**config.mk**
```make
export PLATFORM = sky130hd
export DESIGN_NAME = eht_ctrl
export DESIGN_NICKNAME = d
export VERILOG_FILES = /design/src/sv/eht_pkg.sv /design/src/sv/eht_ctrl.sv
export SDC_FILE = /design/constraint.sdc
export NUM_CORES = 1
export LEC_CHECK = 0
export BUFFER_PORTS_ARGS = -buffer_cell sky130_fd_sc_hd__buf_4
export CORE_MARGIN = 2
export CORE_UTILIZATION = 52
export DETAILED_ROUTE_END_ITERATION = 8
export GPL_ROUTABILITY_DRIVEN = 0
export PLACE_DENSITY = 0.95
export SETUP_SLACK_MARGIN = 0.5
export SLEW_MARGIN = 0
export SYNTH_ARGS = -nofsm -noshare
export SYNTH_HDL_FRONTEND = slang
export SYNTH_SLANG_ARGS = --single-unit
```
**constraint.sdc**
```tcl
create_clock -name clk -period 2.9 [get_ports clk]
set_input_delay 0.145 -clock clk [delete_from_list [all_inputs] [get_ports clk]]
set_output_delay 0.145 -clock clk [all_outputs]
set_load 0.02 [all_outputs]
```
**src/sv/eht_pkg.sv**
```systemverilog
package eht_pkg;

  localparam int SLOTS_DEF   = 16;
  localparam int MAX_GD_DEF  = 10;
  localparam int MAX_SEG_DEF = 1024;

  localparam logic [63:0] MIX_MUL   = 64'hc6a4_a793_5bd1_e995;
  localparam logic [63:0] MIX_SEED  = 64'h0000_0000_00c7_0697;
  // seed mixed with the byte length (8) times the multiplier
  localparam logic [63:0] HASH_INIT = MIX_SEED ^ (MIX_MUL << 3);
  localparam logic [63:0] EMPTY_KEY = '1;
  localparam int          FOLD_SHIFT = 47;

  localparam logic [1:0] ACT_INSERT = 2'd0;
  localparam logic [1:0] ACT_SEARCH = 2'd1;
  localparam logic [1:0] ACT_DELETE = 2'd2;
  localparam logic [1:0] ACT_NONE   = 2'd3;

  localparam logic [1:0] ST_DONE = 2'd0;
  localparam logic [1:0] ST_MISS = 2'd1;
  localparam logic [1:0] ST_FULL = 2'd2;
  localparam logic [1:0] ST_RSV  = 2'd3;

  // slot write kinds
  localparam logic [1:0] KW_DEL = 2'd0;
  localparam logic [1:0] KW_INS = 2'd1;
  localparam logic [1:0] KW_SPE = 2'd2;
  localparam logic [1:0] KW_SPC = 2'd3;

  typedef struct packed {
    logic       cap;
    logic       st_we;
    logic [1:0] st_code;
    logic       val_ld;
    logic       mix_start;
    logic       mix_src;
    logic       hkey_ld;
    logic       dir_rd;
    logic       dir_asel;
    logic       x_ld;
    logic       seg_ld;
    logic       ld_ld;
    logic       idx_clr;
    logic       idx_inc;
    logic       key_rd;
    logic       val_rd;
    logic       key_wr;
    logic [1:0] kw;
    logic       split_go;
    logic       ldn_wr;
    logic       ldo_wr;
    logic       j_init;
    logic       j_dec;
    logic       dbl_w0;
    logic       dbl_w1;
    logic       gd_inc;
    logic       hj_clr;
    logic       hj_inc;
    logic       hf_wr;
    logic       init_wr;
    logic       ini_inc;
    logic       out_load;
  } cmd_t;

  typedef struct packed {
    logic [1:0] act;
    logic       is_rsv;
    logic       ini_last;
    logic       kq_empty;
    logic       kq_match;
    logic       idx_last;
    logic       mix_done;
    logic       stale;
    logic       split_bit;
    logic       full;
    logic       dbl;
    logic       j_zero;
    logic       hj_last;
    logic       out_busy;
  } stat_t;

  function automatic logic [63:0] fold(input logic [63:0] v);
    return v ^ (v >> FOLD_SHIFT);
  endfunction

endpackage

```
**src/sv/eht_ctrl.sv**
```systemverilog
module eht_ctrl import eht_pkg::*; (
  input  logic  clk,
  input  logic  rst,
  input  logic  in_valid,
  output logic  in_stall,
  input  stat_t stat,
  output cmd_t  cmd
);

  localparam logic [4:0] S_INIT      = 5'd0;
  localparam logic [4:0] S_IDLE      = 5'd1;
  localparam logic [4:0] S_CHECK     = 5'd2;
  localparam logic [4:0] S_HASH_K    = 5'd3;
  localparam logic [4:0] S_LOOK      = 5'd4;
  localparam logic [4:0] S_LOOK_SEG  = 5'd5;
  localparam logic [4:0] S_LOOK_LD   = 5'd6;
  localparam logic [4:0] S_SCAN_RD   = 5'd7;
  localparam logic [4:0] S_SCAN_CHK  = 5'd8;
  localparam logic [4:0] S_SCAN_HASH = 5'd9;
  localparam logic [4:0] S_INS_WR    = 5'd10;
  localparam logic [4:0] S_VAL_RD    = 5'd11;
  localparam logic [4:0] S_VAL_OUT   = 5'd12;
  localparam logic [4:0] S_SPL_CHK   = 5'd13;
  localparam logic [4:0] S_SP_RD     = 5'd14;
  localparam logic [4:0] S_SP_CHK    = 5'd15;
  localparam logic [4:0] S_SP_HASH   = 5'd16;
  localparam logic [4:0] S_SP_VRD    = 5'd17;
  localparam logic [4:0] S_SP_VWR    = 5'd18;
  localparam logic [4:0] S_SP_LDN    = 5'd19;
  localparam logic [4:0] S_SP_LDO    = 5'd20;
  localparam logic [4:0] S_DB_RD     = 5'd21;
  localparam logic [4:0] S_DB_W0     = 5'd22;
  localparam logic [4:0] S_DB_W1     = 5'd23;
  localparam logic [4:0] S_HF_WR     = 5'd24;
  localparam logic [4:0] S_FIN       = 5'd25;

  logic [4:0] state;
  logic [4:0] state_next;
  logic [4:0] sp_step;

  assign in_stall = state != S_IDLE;

  always_comb begin
    cmd        = '0;
    state_next = state;
    // advance the split copy to the next slot or finish it
    sp_step    = stat.idx_last ? S_SP_LDN : S_SP_RD;
    unique case (state)
      S_INIT: begin
        cmd.init_wr = 1'b1;
        cmd.ini_inc = 1'b1;
        if (stat.ini_last) state_next = S_IDLE;
      end
      S_IDLE: begin
        if (in_valid) begin
          cmd.cap    = 1'b1;
          state_next = S_CHECK;
        end
      end
      S_CHECK: begin
        priority if (stat.is_rsv) begin
          cmd.st_we   = 1'b1;
          cmd.st_code = ST_RSV;
          state_next  = S_FIN;
        end else if (stat.act == ACT_NONE) begin
          state_next = S_FIN;
        end else begin
          cmd.mix_start = 1'b1;
          state_next    = S_HASH_K;
        end
      end
      S_HASH_K: begin
        if (stat.mix_done) begin
          cmd.hkey_ld = 1'b1;
          state_next  = S_LOOK;
        end
      end
      S_LOOK: begin
        cmd.dir_rd = 1'b1;
        cmd.x_ld   = 1'b1;
        state_next = S_LOOK_SEG;
      end
      S_LOOK_SEG: begin
        cmd.seg_ld = 1'b1;
        state_next = S_LOOK_LD;
      end
      S_LOOK_LD: begin
        cmd.ld_ld   = 1'b1;
        cmd.idx_clr = 1'b1;
        state_next  = S_SCAN_RD;
      end
      S_SCAN_RD: begin
        cmd.key_rd = 1'b1;
        state_next = S_SCAN_CHK;
      end
      S_SCAN_CHK: begin
        priority if (stat.act == ACT_INSERT) begin
          if (stat.kq_empty) begin
            state_next = S_INS_WR;
          end else begin
            cmd.mix_start = 1'b1;
            cmd.mix_src   = 1'b1;
            state_next    = S_SCAN_HASH;
          end
        end else if (stat.kq_match) begin
          if (stat.act == ACT_SEARCH) begin
            state_next = S_VAL_RD;
          end else begin
            cmd.key_wr  = 1'b1;
            cmd.kw      = KW_DEL;
            cmd.st_we   = 1'b1;
            cmd.st_code = ST_DONE;
            state_next  = S_FIN;
          end
        end else if (stat.idx_last) begin
          state_next = S_FIN;
        end else begin
          cmd.idx_inc = 1'b1;
          state_next  = S_SCAN_RD;
        end
      end
      S_SCAN_HASH: begin
        if (stat.mix_done) begin
          priority if (stat.stale) begin
            state_next = S_INS_WR;
          end else if (stat.idx_last) begin
            state_next = S_SPL_CHK;
          end else begin
            cmd.idx_inc = 1'b1;
            state_next  = S_SCAN_RD;
          end
        end
      end
      S_INS_WR: begin
        cmd.key_wr  = 1'b1;
        cmd.kw      = KW_INS;
        cmd.st_we   = 1'b1;
        cmd.st_code = ST_DONE;
        state_next  = S_FIN;
      end
      S_VAL_RD: begin
        cmd.val_rd = 1'b1;
        state_next = S_VAL_OUT;
      end
      S_VAL_OUT: begin
        cmd.val_ld  = 1'b1;
        cmd.st_we   = 1'b1;
        cmd.st_code = ST_DONE;
        state_next  = S_FIN;
      end
      S_SPL_CHK: begin
        if (stat.full) begin
          cmd.st_we   = 1'b1;
          cmd.st_code = ST_FULL;
          state_next  = S_FIN;
        end else begin
          cmd.split_go = 1'b1;
          cmd.idx_clr  = 1'b1;
          state_next   = S_SP_RD;
        end
      end
      S_SP_RD: begin
        cmd.key_rd = 1'b1;
        state_next = S_SP_CHK;
      end
      S_SP_CHK: begin
        if (stat.kq_empty) begin
          cmd.key_wr  = 1'b1;
          cmd.kw      = KW_SPE;
          cmd.idx_inc = !stat.idx_last;
          state_next  = sp_step;
        end else begin
          cmd.mix_start = 1'b1;
          cmd.mix_src   = 1'b1;
          state_next    = S_SP_HASH;
        end
      end
      S_SP_HASH: begin
        if (stat.mix_done) begin
          if (stat.split_bit) begin
            state_next = S_SP_VRD;
          end else begin
            cmd.key_wr  = 1'b1;
            cmd.kw      = KW_SPE;
            cmd.idx_inc = !stat.idx_last;
            state_next  = sp_step;
          end
        end
      end
      S_SP_VRD: begin
        cmd.val_rd = 1'b1;
        state_next = S_SP_VWR;
      end
      S_SP_VWR: begin
        cmd.key_wr  = 1'b1;
        cmd.kw      = KW_SPC;
        cmd.idx_inc = !stat.idx_last;
        state_next  = sp_step;
      end
      S_SP_LDN: begin
        cmd.ldn_wr = 1'b1;
        state_next = S_SP_LDO;
      end
      S_SP_LDO: begin
        cmd.ldo_wr = 1'b1;
        if (stat.dbl) begin
          cmd.j_init = 1'b1;
          state_next = S_DB_RD;
        end else begin
          cmd.hj_clr = 1'b1;
          state_next = S_HF_WR;
        end
      end
      S_DB_RD: begin
        cmd.dir_rd   = 1'b1;
        cmd.dir_asel = 1'b1;
        state_next   = S_DB_W0;
      end
      S_DB_W0: begin
        cmd.dbl_w0 = 1'b1;
        state_next = S_DB_W1;
      end
      S_DB_W1: begin
        cmd.dbl_w1 = 1'b1;
        if (stat.j_zero) begin
          cmd.gd_inc = 1'b1;
          state_next = S_LOOK;
        end else begin
          cmd.j_dec  = 1'b1;
          state_next = S_DB_RD;
        end
      end
      S_HF_WR: begin
        cmd.hf_wr = 1'b1;
        if (stat.hj_last) begin
          state_next = S_LOOK;
        end else begin
          cmd.hj_inc = 1'b1;
        end
      end
      S_FIN: begin
        // hold until the previous result has been taken
        if (!stat.out_busy) begin
          cmd.out_load = 1'b1;
          state_next   = S_IDLE;
        end
      end
      default: state_next = S_IDLE;
    endcase
  end

  always_ff @(posedge clk) begin
    if (rst) begin
      state <= S_INIT;
    end else begin
      state <= state_next;
    end
  end

endmodule

```
==> results.cfg, run 1 <==
[drt]
drc = 0
viasPerCell = 6.66
dr.pass1.iters = 5
drt-total-wl_um = 4520
wl_per_cell_um = 17.3
num_vias = 1739
postRouteAntennaNets = 0
drt_iter0_markers = 114

[final_layout]
utilization = 0.740
fin_nets = 252
top_register = state
biggestRegsByFlops = state (5)
largest_reg_flops = 5
area_delta_synth_final_pct = 32.8
drive_gt1_frac = 0.322
diodes = 0

[worst_setup_path]
critPathKind = reg -> out
timing.rr.start = state[3]$_SDFFE_PP0P_
path_cells = nor2_1 > and3_1 > and2_1 > or2b_1 > a41o_1 > buf_4
cp.depth = 6
start_kind = flip-flop
crit_path_start = state[3]$_SDFFE_PP0P_
rr_worst_depth = 6
r2r_setup_slack_ns = 0.70
cp-end-kind = output port
crit_buf_inv = 1
endpoint = cmd[32]
cp_top_family = simple AND/OR/NAND/NOR gates
path_max_fanout = 17
cp.required_ns = 2.76
r2r_end = state[4]$_SDFFE_PP0P_
cp_slowest_cell = dfxtp_1
slowest_delay_ns = 0.65
arrival_ns = 2.19

[worst_hold_path]
hold_class = in -> reg
hold_path_startpoint = rst

[floorplan]
ios = 53
die-area_sq_um = 2820
rows = 17
die_width_um = 53.2
chipHeight_um = 53.2
start_util = 0.557
core_area_sq_um = 2250

[grt]
antenna_found_initial = 0
grt_pass1_vias = 1457
grt_max_degree = 24
grt_use_total = 0.321
overflow = 0
grt_pass1_wl_um = 6800

[sta]
rsz0062_at_grt = false
tightest_slew_ns = 0.541
fin_crit_sh = 0.804
finClkSkew_ns = 0.00147
setup_viol = 0
slew_viol_final = 0
maxSlewHeadroom = 0.639
hold_viol = 0
max_freq_mhz = 429
fin_tns_setup_ns = 0
min_period_ns = 2.33

[logic_synthesis]
async_flop_share = 0
syn_area_per_cell_sq_um = 6.58
synth_area_sq_um = 1260
synth.distinct_cells = 59
syn-num-nets = 209
synth_ff_type = dfxtp_1
synth_edf_count = 0
synth_warnings = 0
netlist_instances = 191
synth_seq_area_share = 0.0797
ys_ff_latch = 5

[cts]
clock_latency_ns = 0.25
path_clk_slew_ns = 0.05
cts-root-buf = clkbuf_4
clk_path_buf_depth = 2
postCtsSetupBuffers = 0
numCtsBuffers = 3
cts.sinks = 5
htreeDepth = 1
cts_tree = done

[flow_run]
drv_cap = 0

[placement]
dp_hpwl_um = 3220
io_buffers = 52

[power_and_ir_drop]
leakage_nw = 0.710
powerDensity_nw_per_um2 = 240
peakVddDrop_mv = 0.278

[status]
status = finished clean
## where the power goes
part           internal (mW)  switching [mW]
sequential            0.0741          0.0206
combinational         0.0925           0.129
clock                 0.0522          0.0316
## cells in the final DEF (no fill, tap or decap), types with 3 or more instances in the layout
cell / netlist / final
o22ai_1: 3 / 3
nand2_1: 11 / 11
dfxtp_2: 0 / 4
inv_1: 6 / 6
and3_1: 4 / 4
a31oi_1: 4 / 4
nand3_1: 4 / 4
a21o_1: 4 / 4
nor2b_1: 5 / 5
or3_1: 4 / 4
nor3_1: 10 / 10
buf_4: 2 / 58
and2_1: 4 / 4
nor2_1: 25 / 25
o21ai_0: 7 / 7
or2b_1: 3 / 3
nand4_1: 4 / 4
a21oi_1: 13 / 13
clkbuf_4: 0 / 3
nand2b_1: 6 / 6
## per-layer routing
layer	vias up	track usage	routed length (um)
li1	799	-	-
met2	140	0.565	2090
met5	-	0	0
met4	0	0.0855	99
met1	785	0.423	1750
met3	15	0.0141	588
## synthesized netlist by cell type (3+ instances only)
library cell	number	area [sq um]
a21o_1	4	30.0
a21oi_1	13	65.1
a31oi_1	4	25.0
and2_1	4	25.0
and3_1	4	25.0
buf_2	10	50.1
clkbuf_1	6	22.5
dfxtp_1	5	100
inv_1	6	22.5
nand2_1	11	41.3
nand2b_1	6	37.5
nand3_1	4	20.0
nand4_1	4	25.0
nor2_1	25	93.8
nor2b_1	5	31.3
nor3_1	10	50.1
o21ai_0	7	35.0
o22ai_1	3	18.8
o32ai_1	3	26.3
or2b_1	3	22.5
or3_1	4	25.0
## area by class of cell
class                      count  area (sq um)
fill                         188           587
inverter                       7          26.3
sequential                     5           105
clock buffer                   4          26.3
timing repair buffer          58           435
tap                           28          35.0
multi-input combinational    159          1040
## logic make-up after synthesis
kind of cell | share of synthesized area
AND/OR/NAND/NOR | 0.436
AO/OA/AOI/OAI | 0.353
buffers and inverters | 0.103
flip-flops | 0.0797
XOR/XNOR | 0.0209
multiplexers | 0.00797
## repair_timing
action                                  CTS  global route
resized for setup                         1             5
endpoints found under the setup margin    1             6
gates cloned                              0             0
hold buffers                              0             0
## metrics by stage
stage / hold WS [ns] / worst slack, ns / instances / area (sq um) / total power [mW]
6_report: 0.0848 / 0.570 / 261 / 1670 / 0.400
5_1_grt: 0.0661 / 0.511 / 261 / 1670 / 0.422
4_1_cts: 0.0721 / 0.525 / 261 / 1650 / 0.389
3_5_place_dp: 0.329 / 0.692 / 257 / 1620 / 0.305
3_3_place_gp: 0.328 / 0.731 / 257 / 1620 / 0.300
2_1_floorplan: 0.217 / 0.877 / 191 / 1260 / 0.237
## worst min path at each step
stage	to	slack, ns	cells past startpoint
6_report	state[0]$_SDFFE_PP0P_	0.08	2
5_1_grt	state[0]$_SDFFE_PP0P_	0.07	2
4_1_cts	state[0]$_SDFFE_PP0P_	0.07	2
3_5_place_dp	state[0]$_SDFFE_PP0P_	0.33	2
3_3_place_gp	state[0]$_SDFFE_PP0P_	0.33	2
2_1_floorplan	state[0]$_SDFFE_PP0P_	0.22	1
Note: power is estimated with default switching activity, not from simulation.
==> run 2: changes to the inputs <==
--- a/config.mk
+++ b/config.mk
@@ -7,10 +7,10 @@
 export LEC_CHECK = 0
 export BUFFER_PORTS_ARGS = -buffer_cell sky130_fd_sc_hd__buf_4
 export CORE_MARGIN = 2
-export CORE_UTILIZATION = 52
+export CORE_UTILIZATION = 44
 export DETAILED_ROUTE_END_ITERATION = 8
 export GPL_ROUTABILITY_DRIVEN = 0
-export PLACE_DENSITY = 0.95
+export PLACE_DENSITY = 0.86
 export SETUP_SLACK_MARGIN = 0.5
 export SLEW_MARGIN = 0
 export SYNTH_ARGS = -nofsm -noshare
==> constraint.sdc (replaced) <==
create_clock -name clk -period 1.94 [get_ports clk]
set_input_delay 0.097 -clock clk [delete_from_list [all_inputs] [get_ports clk]]
set_output_delay 0.097 -clock clk [all_outputs]
set_load 0.02 [all_outputs]
==> results.cfg, run 2 <==
[logic_synthesis]
yosysTopAreaCell = dfxtp_1
synth.distinct_cells = 59
ys_ff_latch = 5
synth_ff_type = dfxtp_1
synth_seq_area_share = 0.0797
synth_commonest_cells = nor2_1 (25), a21oi_1 (13), nand2_1 (11), buf_2 (10), nor3_1 (10)
syn_area_per_cell_sq_um = 6.58
async_flop_share = 0
synth_top_area_frac = 0.0797
synth_area_sq_um = 1260
yosys-top-cells-area = dfxtp_1 (8.0%), nor2_1 (7.5%), a21oi_1 (5.2%)
netlist_instances = 191
synth_edf_count = 0
synth_warnings = 0
syn-num-nets = 209
synth.most_common_cell = nor2_1

[floorplan]
ios = 53
rows = 19
chipHeight_um = 57.4
die_width_um = 57.4
start_util = 0.459

[status]
lastStage = clock tree synthesis (4_1_cts)
status = stopped before the end
firstError = [ERROR DPL-0033] detailed placement checks failed during check placement.

[cts]
postCtsSetupBuffers = 33
htreeDepth = 1
numCtsBuffers = 3
cts.sinks = 5
clk_path_buf_depth = 2
cts-root-buf = clkbuf_4
ctsResizeCount = 109
hold_buffers = 0

[placement]
dp_hpwl_um = 3850
io_buffers = 52
-- run 2: cell counts after synthesis --
Identical to the previous run, type by type.
-- run 2: logic make-up after synthesis --
kind of cell,Yosys count,synth area share
buf+inv,27,0.103
mux,1,0.00797
compound gates,57,0.353
flops,5,0.0797
xor+xnor,3,0.0209
simple gates,98,0.436
-- run 2: metrics by stage --
stage	area [sq um]	setup WS [ns]	utilization	std cells	TNS, ns
detailed placement	1980	-0.0997	0.724	289	-0.0997
global placement	1980	-0.0614	0.724	289	-0.0614
floorplan	1430	0.259	-	191	0
==> run 3: changes to the inputs <==
--- a/config.mk
+++ b/config.mk
@@ -6,12 +6,11 @@
 export NUM_CORES = 1
 export LEC_CHECK = 0
 export BUFFER_PORTS_ARGS = -buffer_cell sky130_fd_sc_hd__buf_4
-export CORE_MARGIN = 2
-export CORE_UTILIZATION = 44
+export CORE_AREA = 2 2 63 65
 export DETAILED_ROUTE_END_ITERATION = 8
+export DIE_AREA = 0 0 65 67
 export GPL_ROUTABILITY_DRIVEN = 0
-export PLACE_DENSITY = 0.86
-export SETUP_SLACK_MARGIN = 0.5
+export PLACE_DENSITY_LB_ADDON = 0.15
 export SLEW_MARGIN = 0
 export SYNTH_ARGS = -nofsm -noshare
 export SYNTH_HDL_FRONTEND = slang
==> constraint.sdc (replaced) <==
create_clock -name clk -period 2.5 [get_ports clk]
set_input_delay 0.125 -clock clk [delete_from_list [all_inputs] [get_ports clk]]
set_output_delay 0.125 -clock clk [all_outputs]
set_load 0.02 [all_outputs]
==> results.cfg, run 3 (synthesis gave the netlist of run 1 again) <==
[floorplan]
ios = 53
die_width_um = 65
chipHeight_um = 67
rows = 22
start_util = 0.348
die-area_sq_um = 4360
core_area_sq_um = 3610

[status]
status = finished clean

[worst_hold_path]
hold_path_startpoint = rst
hold_class = in -> reg

[grt]
grt_pass1_vias = 1577
overflow = 0
grt_pass1_wl_um = 8020
antenna_found_initial = 0
grt_use_total = 0.238
grt_max_degree = 23

[power_and_ir_drop]
peakVddDrop_mv = 0.249
sw_frac_of_total = 0.417
p_switching_uw = 227
seqPwrFrac = 0.194
cellInternalPower_uw = 317
powerDensity_nw_per_um2 = 306
leakage_nw = 0.760
p_clk_frac = 0.289
comb_power_share = 0.516

[worst_setup_path]
timing.rr.start = state[4]$_SDFFE_PP0P_
cp_slowest_cell = or3_1
crit_buf_inv = 1
path_cells = or3_1 > or3_1 > o21ai_0 > nand2_1 > a21oi_1 > buf_4
cpMostUsedCell = or3_1
start_kind = flip-flop
r2r_setup_slack_ns = 0.28
slowest_delay_ns = 0.59
crit_path_start = state[2]$_SDFFE_PP0P_
cp_top_family = simple AND/OR/NAND/NOR gates
path_max_fanout = 17
cp.required_ns = 2.38
critPathKind = reg -> out
arrival_ns = 2.19
cp-end-kind = output port

[final_layout]
drive_gt1_frac = 0.333
final_cells = 291
largest_reg_flops = 5
top_register = state
layout_common_cells = buf_4 (68), nor2_1 (25), a21oi_1 (13)
diodes = 0
area_delta_synth_final_pct = 41.5
final_common_cell = buf_4
biggestRegsByFlops = state (5)
fin_nets = 262
utilization = 0.493

[sta]
maxSlewHeadroom = 0.574
slew_viol_final = 0
setup_ws_ns = 0.185
fin_tns_setup_ns = 0
fin_crit_sh = 0.926
max_freq_mhz = 432
tightest_slew_ns = 0.623
hold_viol = 0
min_period_ns = 2.31
finClkSkew_ns = 0.00458
rsz0062_at_grt = false
setup_viol = 0

[cts]
cts_tree = done
cts-root-buf = clkbuf_8
htreeDepth = 1
clock_latency_ns = 0.23
cts.sinks = 5
path_clk_slew_ns = 0.04
numCtsBuffers = 3
clk_path_buf_depth = 2

[placement]
io_buffers = 52
pre_cts_slack_ns = 0.332
dp_cells = 287
dp_hpwl_um = 3920

[drt]
postRouteAntennaNets = 0
viasPerCell = 5.93
num_vias = 1725
drc = 0
dr.pass1.iters = 4
drt-total-wl_um = 5080
drt_iter0_markers = 126
wl_per_cell_um = 17.5

[flow_run]
drv_cap = 0
run 3: what timing repair did:
| action | in CTS | in global routing |
|---|---|---|
| endpoints found under the setup margin | 0 | 4 |
| hold buffers | 0 | 0 |
| resized for setup | 0 | 2 |
| buffers inserted | 0 | 0 |
run 3: path summary, 6_finish.rpt:
check,to,cells after the start
worst min register to register,state[3]$_SDFFE_PP0P_,1
worst max-delay path,cmd[19],6
worst max register to register,state[4]$_SDFFE_PP0P_,6
worst min-delay path,state[0]$_SDFFE_PP0P_,2
run 3: cell type report:
class	count	area, sq um
clock buffers	4	45.0
fillers	392	1830
inverters	7	26.3
multi-input cells	159	1030
flip-flops and latches	5	101
well taps	48	60.1
repair buffers	68	510
run 3: layer usage:
layer,vias to the layer above,global-route usage,routed length (um),part of all wire
met4,0,0.0904,127,0.025
li1,815,-,-,-
met5,-,0,0,0
met3,13,0.0287,396,0.078
met1,795,0.305,2200,0.43
met2,102,0.405,2360,0.46
run 3: power by group through the flow:
stage,Clock [mW],Combinational (mW),Sequential (mW)
floorplan,0,0.183,0.0912
global placement,0,0.274,0.106
detailed placement,0,0.275,0.105
CTS,0.159,0.278,0.104
global route,0.166,0.301,0.106
finish,0.157,0.281,0.106
run 3: through the flow:
step | hold slack (ns) | instance area [sq um] | total power, mW
after global routing | 0.0920 | 1780 | 0.573
after detailed placement | 0.313 | 1720 | 0.381
after floorplan | 0.197 | 1260 | 0.274
after CTS | 0.0804 | 1770 | 0.541
final | 0.0848 | 1780 | 0.544
after global placement | 0.318 | 1720 | 0.379
